--- src/design/srms_pkg.sv ---
`timescale 1ns / 1ps
`default_nettype none

package srms_pkg;

    // Default sizes of the block.
    localparam int SRMS_LIST_CAPACITY = 1024;
    localparam int SRMS_REGION_COUNT  = 3;
    localparam int SRMS_ID_WIDTH      = 32;

    // Fixed widths of the channel fields.
    localparam int SRMS_OP_W     = 2;
    localparam int SRMS_REGION_W = 2;
    localparam int SRMS_ID_W     = 32;
    localparam int SRMS_POS_W    = 10;
    localparam int SRMS_STATUS_W = 3;
    localparam int SRMS_COUNT_W  = 11;

    typedef enum logic [SRMS_OP_W-1:0] {
        OP_REMOVE = 2'd0,
        OP_INSERT = 2'd1,
        OP_READ   = 2'd2,
        OP_NOP    = 2'd3
    } op_t;

    typedef enum logic [SRMS_STATUS_W-1:0] {
        ST_OK      = 3'd0,
        ST_ABSENT  = 3'd1,
        ST_PRESENT = 3'd2,
        ST_FULL    = 3'd3,
        ST_BAD_POS = 3'd4
    } status_t;

    // Where the list memory is read in the next cycle.
    typedef enum logic [1:0] {
        RD_ZERO = 2'd0,
        RD_POS  = 2'd1,
        RD_IDX1 = 2'd2,
        RD_IDX2 = 2'd3
    } rd_sel_t;

    // What is written into the list memory.
    typedef enum logic [1:0] {
        WR_KEY   = 2'd0,
        WR_CARRY = 2'd1,
        WR_RDATA = 2'd2
    } wr_sel_t;

    typedef struct packed {
        logic    capture;
        logic    idx_clr;
        logic    idx_inc;
        logic    wr_en;
        wr_sel_t wr_sel;
        rd_sel_t rd_sel;
        logic    carry_load;
        logic    take_value;
        logic    status_set;
        status_t status;
        logic    cnt_inc;
        logic    cnt_dec;
        logic    out_load;
    } srms_cmd_t;

    typedef struct packed {
        op_t  op;
        logic region_ok;
        logic pos_ok;
        logic at_end;
        logic less;
        logic equal;
        logic full;
        logic del_last;
        logic out_free;
    } srms_flags_t;

endpackage

`default_nettype wire

--- src/design/srms_ctrl.sv ---
`timescale 1ns / 1ps
`default_nettype none

module srms_ctrl
    import srms_pkg::*;
(
    input  wire logic        aclk,
    input  wire logic        aresetn,
    input  wire logic        s_valid,
    output logic             s_ready,
    input  wire srms_flags_t flags,
    output srms_cmd_t        cmd
);

    typedef enum logic [6:0] {
        S_IDLE      = 7'b0000001,
        S_DECODE    = 7'b0000010,
        S_READ_WAIT = 7'b0000100,
        S_SCAN      = 7'b0001000,
        S_SHIFT_INS = 7'b0010000,
        S_SHIFT_DEL = 7'b0100000,
        S_FINISH    = 7'b1000000
    } state_t;

    state_t state_reg;
    state_t state_next;

    logic is_insert;

    assign is_insert = (flags.op == OP_INSERT);
    assign s_ready   = (state_reg == S_IDLE);

    always_ff @(posedge aclk) begin
        if (!aresetn) begin
            state_reg <= S_IDLE;
        end else begin
            state_reg <= state_next;
        end
    end

    always_comb begin
        state_next     = state_reg;
        cmd            = '0;
        cmd.rd_sel     = RD_IDX1;
        cmd.wr_sel     = WR_KEY;
        cmd.status     = ST_OK;

        unique case (state_reg)
            S_IDLE: begin
                if (s_valid) begin
                    cmd.capture = 1'b1;
                    state_next  = S_DECODE;
                end
            end
            S_DECODE: begin
                state_next = S_FINISH;
                if (flags.op != OP_NOP) begin
                    if (!flags.region_ok) begin
                        cmd.status_set = 1'b1;
                        cmd.status     = ST_BAD_POS;
                    end else begin
                        unique case (flags.op)
                            OP_READ: begin
                                if (flags.pos_ok) begin
                                    cmd.rd_sel = RD_POS;
                                    state_next = S_READ_WAIT;
                                end else begin
                                    cmd.status_set = 1'b1;
                                    cmd.status     = ST_BAD_POS;
                                end
                            end
                            default: begin
                                cmd.rd_sel  = RD_ZERO;
                                cmd.idx_clr = 1'b1;
                                state_next  = S_SCAN;
                            end
                        endcase
                    end
                end
            end
            S_READ_WAIT: begin
                cmd.take_value = 1'b1;
                state_next     = S_FINISH;
            end
            S_SCAN: begin
                if (flags.at_end) begin
                    state_next = S_FINISH;
                    if (is_insert) begin
                        if (flags.full) begin
                            cmd.status_set = 1'b1;
                            cmd.status     = ST_FULL;
                        end else begin
                            cmd.wr_en   = 1'b1;
                            cmd.wr_sel  = WR_KEY;
                            cmd.cnt_inc = 1'b1;
                        end
                    end else begin
                        cmd.status_set = 1'b1;
                        cmd.status     = ST_ABSENT;
                    end
                end else if (flags.less) begin
                    cmd.idx_inc = 1'b1;
                end else if (flags.equal) begin
                    if (is_insert) begin
                        cmd.status_set = 1'b1;
                        cmd.status     = ST_PRESENT;
                        state_next     = S_FINISH;
                    end else begin
                        state_next = S_SHIFT_DEL;
                    end
                end else begin
                    if (!is_insert) begin
                        cmd.status_set = 1'b1;
                        cmd.status     = ST_ABSENT;
                        state_next     = S_FINISH;
                    end else if (flags.full) begin
                        cmd.status_set = 1'b1;
                        cmd.status     = ST_FULL;
                        state_next     = S_FINISH;
                    end else begin
                        cmd.wr_en      = 1'b1;
                        cmd.wr_sel     = WR_KEY;
                        cmd.carry_load = 1'b1;
                        cmd.idx_inc    = 1'b1;
                        state_next     = S_SHIFT_INS;
                    end
                end
            end
            S_SHIFT_INS: begin
                cmd.wr_en      = 1'b1;
                cmd.wr_sel     = WR_CARRY;
                cmd.carry_load = 1'b1;
                if (flags.at_end) begin
                    cmd.cnt_inc = 1'b1;
                    state_next  = S_FINISH;
                end else begin
                    cmd.idx_inc = 1'b1;
                end
            end
            S_SHIFT_DEL: begin
                if (flags.del_last) begin
                    cmd.cnt_dec = 1'b1;
                    state_next  = S_FINISH;
                end else begin
                    cmd.wr_en   = 1'b1;
                    cmd.wr_sel  = WR_RDATA;
                    cmd.idx_inc = 1'b1;
                    cmd.rd_sel  = RD_IDX2;
                end
            end
            S_FINISH: begin
                if (flags.out_free) begin
                    cmd.out_load = 1'b1;
                    state_next   = S_IDLE;
                end
            end
            default: begin
                state_next = S_IDLE;
            end
        endcase
    end

endmodule

`default_nettype wire

--- config.mk ---
export PLATFORM = sky130hd
export DESIGN_NAME = srms_ctrl
export DESIGN_NICKNAME = d
export VERILOG_FILES = /design/src/design/srms_pkg.sv /design/src/design/srms_ctrl.sv
export SDC_FILE = /design/constraint.sdc
export NUM_CORES = 1
export LEC_CHECK = 0
export ABC_AREA = 0
export BUFFER_PORTS_ARGS = -buffer_cell sky130_fd_sc_hd__clkbuf_2
export CAP_MARGIN = 20
export CORE_MARGIN = 2
export CORE_UTILIZATION = 34
export DETAILED_ROUTE_END_ITERATION = 8
export HOLD_SLACK_MARGIN = 0.15
export SLEW_MARGIN = 0
export SYNTH_ARGS = -nofsm -noshare
export SYNTH_HDL_FRONTEND = slang
export SYNTH_SLANG_ARGS = --single-unit
--- constraint.sdc ---
create_clock -name aclk -period 1.54 [get_ports aclk]
set_input_delay 0.231 -clock aclk [delete_from_list [all_inputs] [get_ports aclk]]
set_output_delay 0.231 -clock aclk [all_outputs]
set_load 0.05 [all_outputs]
-- Word level (Yosys, flattened, before mapping)
Cells that the tools add are included.
- eq/ne operators: 15
- mux-type cells: 63
- reduce and logical (&&, ||, !) cells: 1
- operators with widths (kind ; number):
    2-to-1 mux 7 bit ; 14
    2-to-1 mux 4 bit ; 13
    one-hot mux 7 bit (7 select lines) ; 1
    2-to-1 mux 1 bit ; 21
    2-to-1 mux 3 bit ; 4
    one-hot mux 4 bit (3 select lines) ; 1
    != test 2 bit (second input constant) ; 5
    2-to-1 mux 2 bit ; 4
    one-hot mux 4 bit (2 select lines) ; 1
    equality test 7 x 1 -> 1 bit (second input constant) ; 1
    equality test 7 x 2 -> 1 bit (second input constant) ; 1
    equality test 7 x 3 -> 1 bit (second input constant) ; 1
    equality test 7 x 4 -> 1 bit (second input constant) ; 1
    equality test 7 x 5 -> 1 bit (second input constant) ; 1
    equality test 7 x 6 -> 1 bit (second input constant) ; 1
    equality test 7 bit (second input constant) ; 1
    2-to-1 mux 6 bit ; 1
    AND reduction 5 bit ; 1
    one-hot mux 1 bit (2 select lines) ; 2
    one-hot mux 2 bit (2 select lines) ; 1
    != test 3 bit (second input constant) ; 1
    equality test 2 x 1 -> 1 bit (second input constant) ; 1
    equality test 2 bit (second input constant) ; 1
- register bits after elaboration: 7
- bits of input ports: 13
- output and inout port bits: 18
- word-level logic and storage cells: 80

-- Depth between registers and ports, before layout
- word-level depth: 6
- mapped depth: 5
- gate-level depth less buffers: 5

-- Worst setup path before layout
Ideal clock, no wire load.
- path type: register -> output
- from: register state_reg[0]
- to: output cmd[2] (netlist name)
- arrival time: 2485 ps
- data required time: 1309 ps
- slack: -1176 ps
- stages on the path, launching flop included: 6
- path through: dfxtp_1 > nor4_4 > nand2b_2 > nor3b_2 > inv_1 > a21boi_1
- RTL lines (what ; RTL line ; RTL):
    start: declaration ; srms_ctrl.sv:25 ; state_t state_reg;
    start signal: assignment ; srms_ctrl.sv:37 ; state_reg <= state_next;
    end: declaration ; srms_ctrl.sv:12 ; output srms_cmd_t cmd

==> results.sh <==
export IMPL_crit_chain="nor3_4 -> buf_4 -> buf_6 -> buf_6 -> nand4_1 -> o21ai_4 -> a31o_4 -> clkbuf_16"
export IMPL_r2r_end="state_reg[5]"
export IMPL_die_area_um2=2480
export IMPL_violations="setup timing"
export IMPL_synth_nets=101
export IMPL_critPathLaunch="state_reg[5]"
export IMPL_start_kind="flip-flop"
export IMPL_synth_top_area_cell="dfxtp_1"
export IMPL_netlist_area_um2=714
export IMPL_viasPerCell=5.41
export IMPL_synth_top_area_frac=0.196
export IMPL_drt_pass1_iterations=4
export IMPL_clk_pin_slew_ns=0.06
export IMPL_worst_path_buf_inv=4
export IMPL_p_clk_frac=0.233
export IMPL_p_int_w=0.000477
export IMPL_ys_flop_type="dfxtp_1"
export IMPL_muxShareOfSynthArea=0
export IMPL_num_io_pins=31
export IMPL_reg2regPathDepth=11
export IMPL_crit_path_max_fanout=3
export IMPL_switching_share=0.367
export IMPL_outcome="finished with violations"
export IMPL_clock_sinks=7
export IMPL_grt_setup_unrepaired="true"
export IMPL_area_growth_pct=153
export IMPL_yosysMostFrequentCell="nor2_1"
export IMPL_synth_top_family_by_area="simple AND/OR/NAND/NOR gates"
export IMPL_first_iter_violations=32
export IMPL_first_global_vias=1124
export IMPL_reg2reg_slack_ns=-0.44
export IMPL_cp_common_cell="buf_6"
export IMPL_setup_viol=25
export IMPL_ctsLongestPathBuffers=2
export IMPL_critPathKind="reg2out"
export IMPL_clock_latency_ns=0.25
export IMPL_num_antenna_cells=0
export IMPL_route_vias_total=1055
export IMPL_grt_util_all_layers=0.273
export IMPL_cts_buffers=3
export IMPL_synthTopCellsByCount="nor2_1, dfxtp_1, inv_1"
export IMPL_timing_final_crit_period_ns=2.01
export IMPL_yosys_register_bits=7
export IMPL_gp_congestion=0.796
export IMPL_antenna_found_initial=0
export IMPL_maxSlewViolCount=0
export IMPL_dp_hpwl_mm=1.97
export IMPL_synthAdderAreaFrac=0
export IMPL_worst_pin_slew_ns=0.419
export IMPL_grt_first_pass_wirelength_mm=5.15
export IMPL_critical_path_max_stage_delay_ns=0.34
export IMPL_async_flop_share=0
export IMPL_grt_max_degree=7
export IMPL_r2r_start="state_reg[5]"
export IMPL_synth_compound_area_frac=0.278
export IMPL_synth_area_top_cells="dfxtp_1, nor2_1, and3_1"
export IMPL_synthesis_yosys_warnings=0
export IMPL_cp_data_arrival_time_ns=1.78
export IMPL_wl_per_cell_um=17.9
export IMPL_die_h_um=49.8
export IMPL_max_freq_ghz=0.497
export IMPL_clock_root_buffer="clkbuf_4"
export IMPL_drc=0
export IMPL_crit_required_ns=1.31
export IMPL_slew_limit_headroom=0.720
export IMPL_die_w_um=49.8
export IMPL_syn_area_per_cell_um2=8.12
export IMPL_final_hold_viol_count=0
export IMPL_grt_overflow=0
export IMPL_synth_cell_types=43
export IMPL_critPathTopFamily="buffers and inverters"
export IMPL_largest_reg_flops=7
export IMPL_fin_tns_setup_ns=-8.65
export IMPL_rows=16
export IMPL_htree_levels=1
export IMPL_synth_xor_area_frac=0.0245
export IMPL_fin_ws_ns=-0.473
export IMPL_cts_tree="done"
export IMPL_power_leakage_nw=0.786
export IMPL_p_comb_frac=0.507
export IMPL_io_buffers=30
export IMPL_power_switching_w=0.000276
export IMPL_cp_slowest_cell="dfxtp_2"
export IMPL_start_util=0.360
export IMPL_drtAntennaViolNets=0
export IMPL_design_final_nets=182
export IMPL_maxCapViolations=0
export IMPL_drt_wl_total_mm=3.50
export IMPL_postLayoutCoreUtil=0.910
export IMPL_core_area_um2=1980
export IMPL_min_path_type="in2reg"
export IMPL_synthSimpleGateAreaFrac=0.464
export IMPL_p_per_area_nw_per_um2=418
export IMPL_endpoint="cmd[14]"
export IMPL_pwr_share_seq=0.260
export IMPL_cp_depth=8
export IMPL_finalPower_w=0.000753
export IMPL_syn_inst=88
export IMPL_synth_edf_count=0
export IMPL_synth_seq_area_share=0.196
export IMPL_drive_gt1_frac=0.750
export IMPL_worstSetupEndpointType="output pin"
export IMPL_skew_ns=0.00313
export IMPL_period_share=1.31
export IMPL_peakVddDrop_mv=0.405
[final cells by class]
type | count | area, µm²
timing repair buffer | 76 | 801
multi-input combinational | 74 | 761
fill | 79 | 178
sequential | 7 | 153
tap | 27 | 33.8
inverter | 7 | 30.0
clock buffer | 4 | 26.3
[worst min-delay path by stage]
stage,cells after the start,to,start
detailed placement,2,state_reg[5],aresetn
floorplan,1,state_reg[5],aresetn
global route,2,state_reg[1],aresetn
global placement,2,state_reg[5],aresetn
finish,2,state_reg[1],aresetn
CTS,2,state_reg[5],aresetn
[cells in the final DEF (no fill, tap or decap), types with 3 or more instances in the layout]
master,netlist,layout
nor2_1,11,8
nor2b_1,3,3
nor3_4,1,4
buf_4,0,35
inv_1,7,5
dfxtp_2,0,4
buf_8,0,8
clkbuf_16,0,8
and3_1,5,4
nor2_4,0,3
a21oi_1,5,3
clkbuf_4,0,3
clkbuf_2,0,12
a21oi_2,1,3
nand2_2,1,3
buf_6,0,11
[power by group through the flow]
stage / clock (W) / sequential [W] / combinational [W]
2_1_floorplan: 0 / 0.000205 / 0.000157
3_3_place_gp: 0 / 0.000200 / 0.000271
3_5_place_dp: 0 / 0.000201 / 0.000276
4_1_cts: 0.000171 / 0.000196 / 0.000350
5_1_grt: 0.000190 / 0.000197 / 0.000397
6_report: 0.000175 / 0.000196 / 0.000382
[through the flow]
stage	hold slack [ns]	instance area, µm²	cells	setup WS, ns
floorplan	0.357	840	88	-0.582
global placement	0.544	1300	180	-0.273
detailed placement	0.533	1300	180	-0.265
CTS	0.292	1760	194	-0.417
global route	0.315	1800	195	-0.535
finish	0.324	1800	195	-0.473
[layer usage]
metal / wire length, µm / up-vias / GRT usage
met4: 64 / 0 / 0.0926
met2: 1830 / 52 / 0.511
met5: 0 / - / 0
met3: 156 / 8 / 0.0303
met1: 1450 / 507 / 0.317
li1: - / 488 / -
[timing repair]
| item | in CTS | in global routing |
|---|---|---|
| setup endpoints to repair | 24 | 25 |
| buffers inserted | 12 | 8 |
| gates resized for setup | 67 | 19 |
| pin swaps | 19 | 12 |
| hold buffers | 0 | 0 |
[logic make-up after synthesis]
kind of cell    Yosys count
simple gates             49
buf+inv                   7
compound gates           23
flops                     7
xor+xnor                  2
No activity file was read; power rests on OpenSTA's default activity.
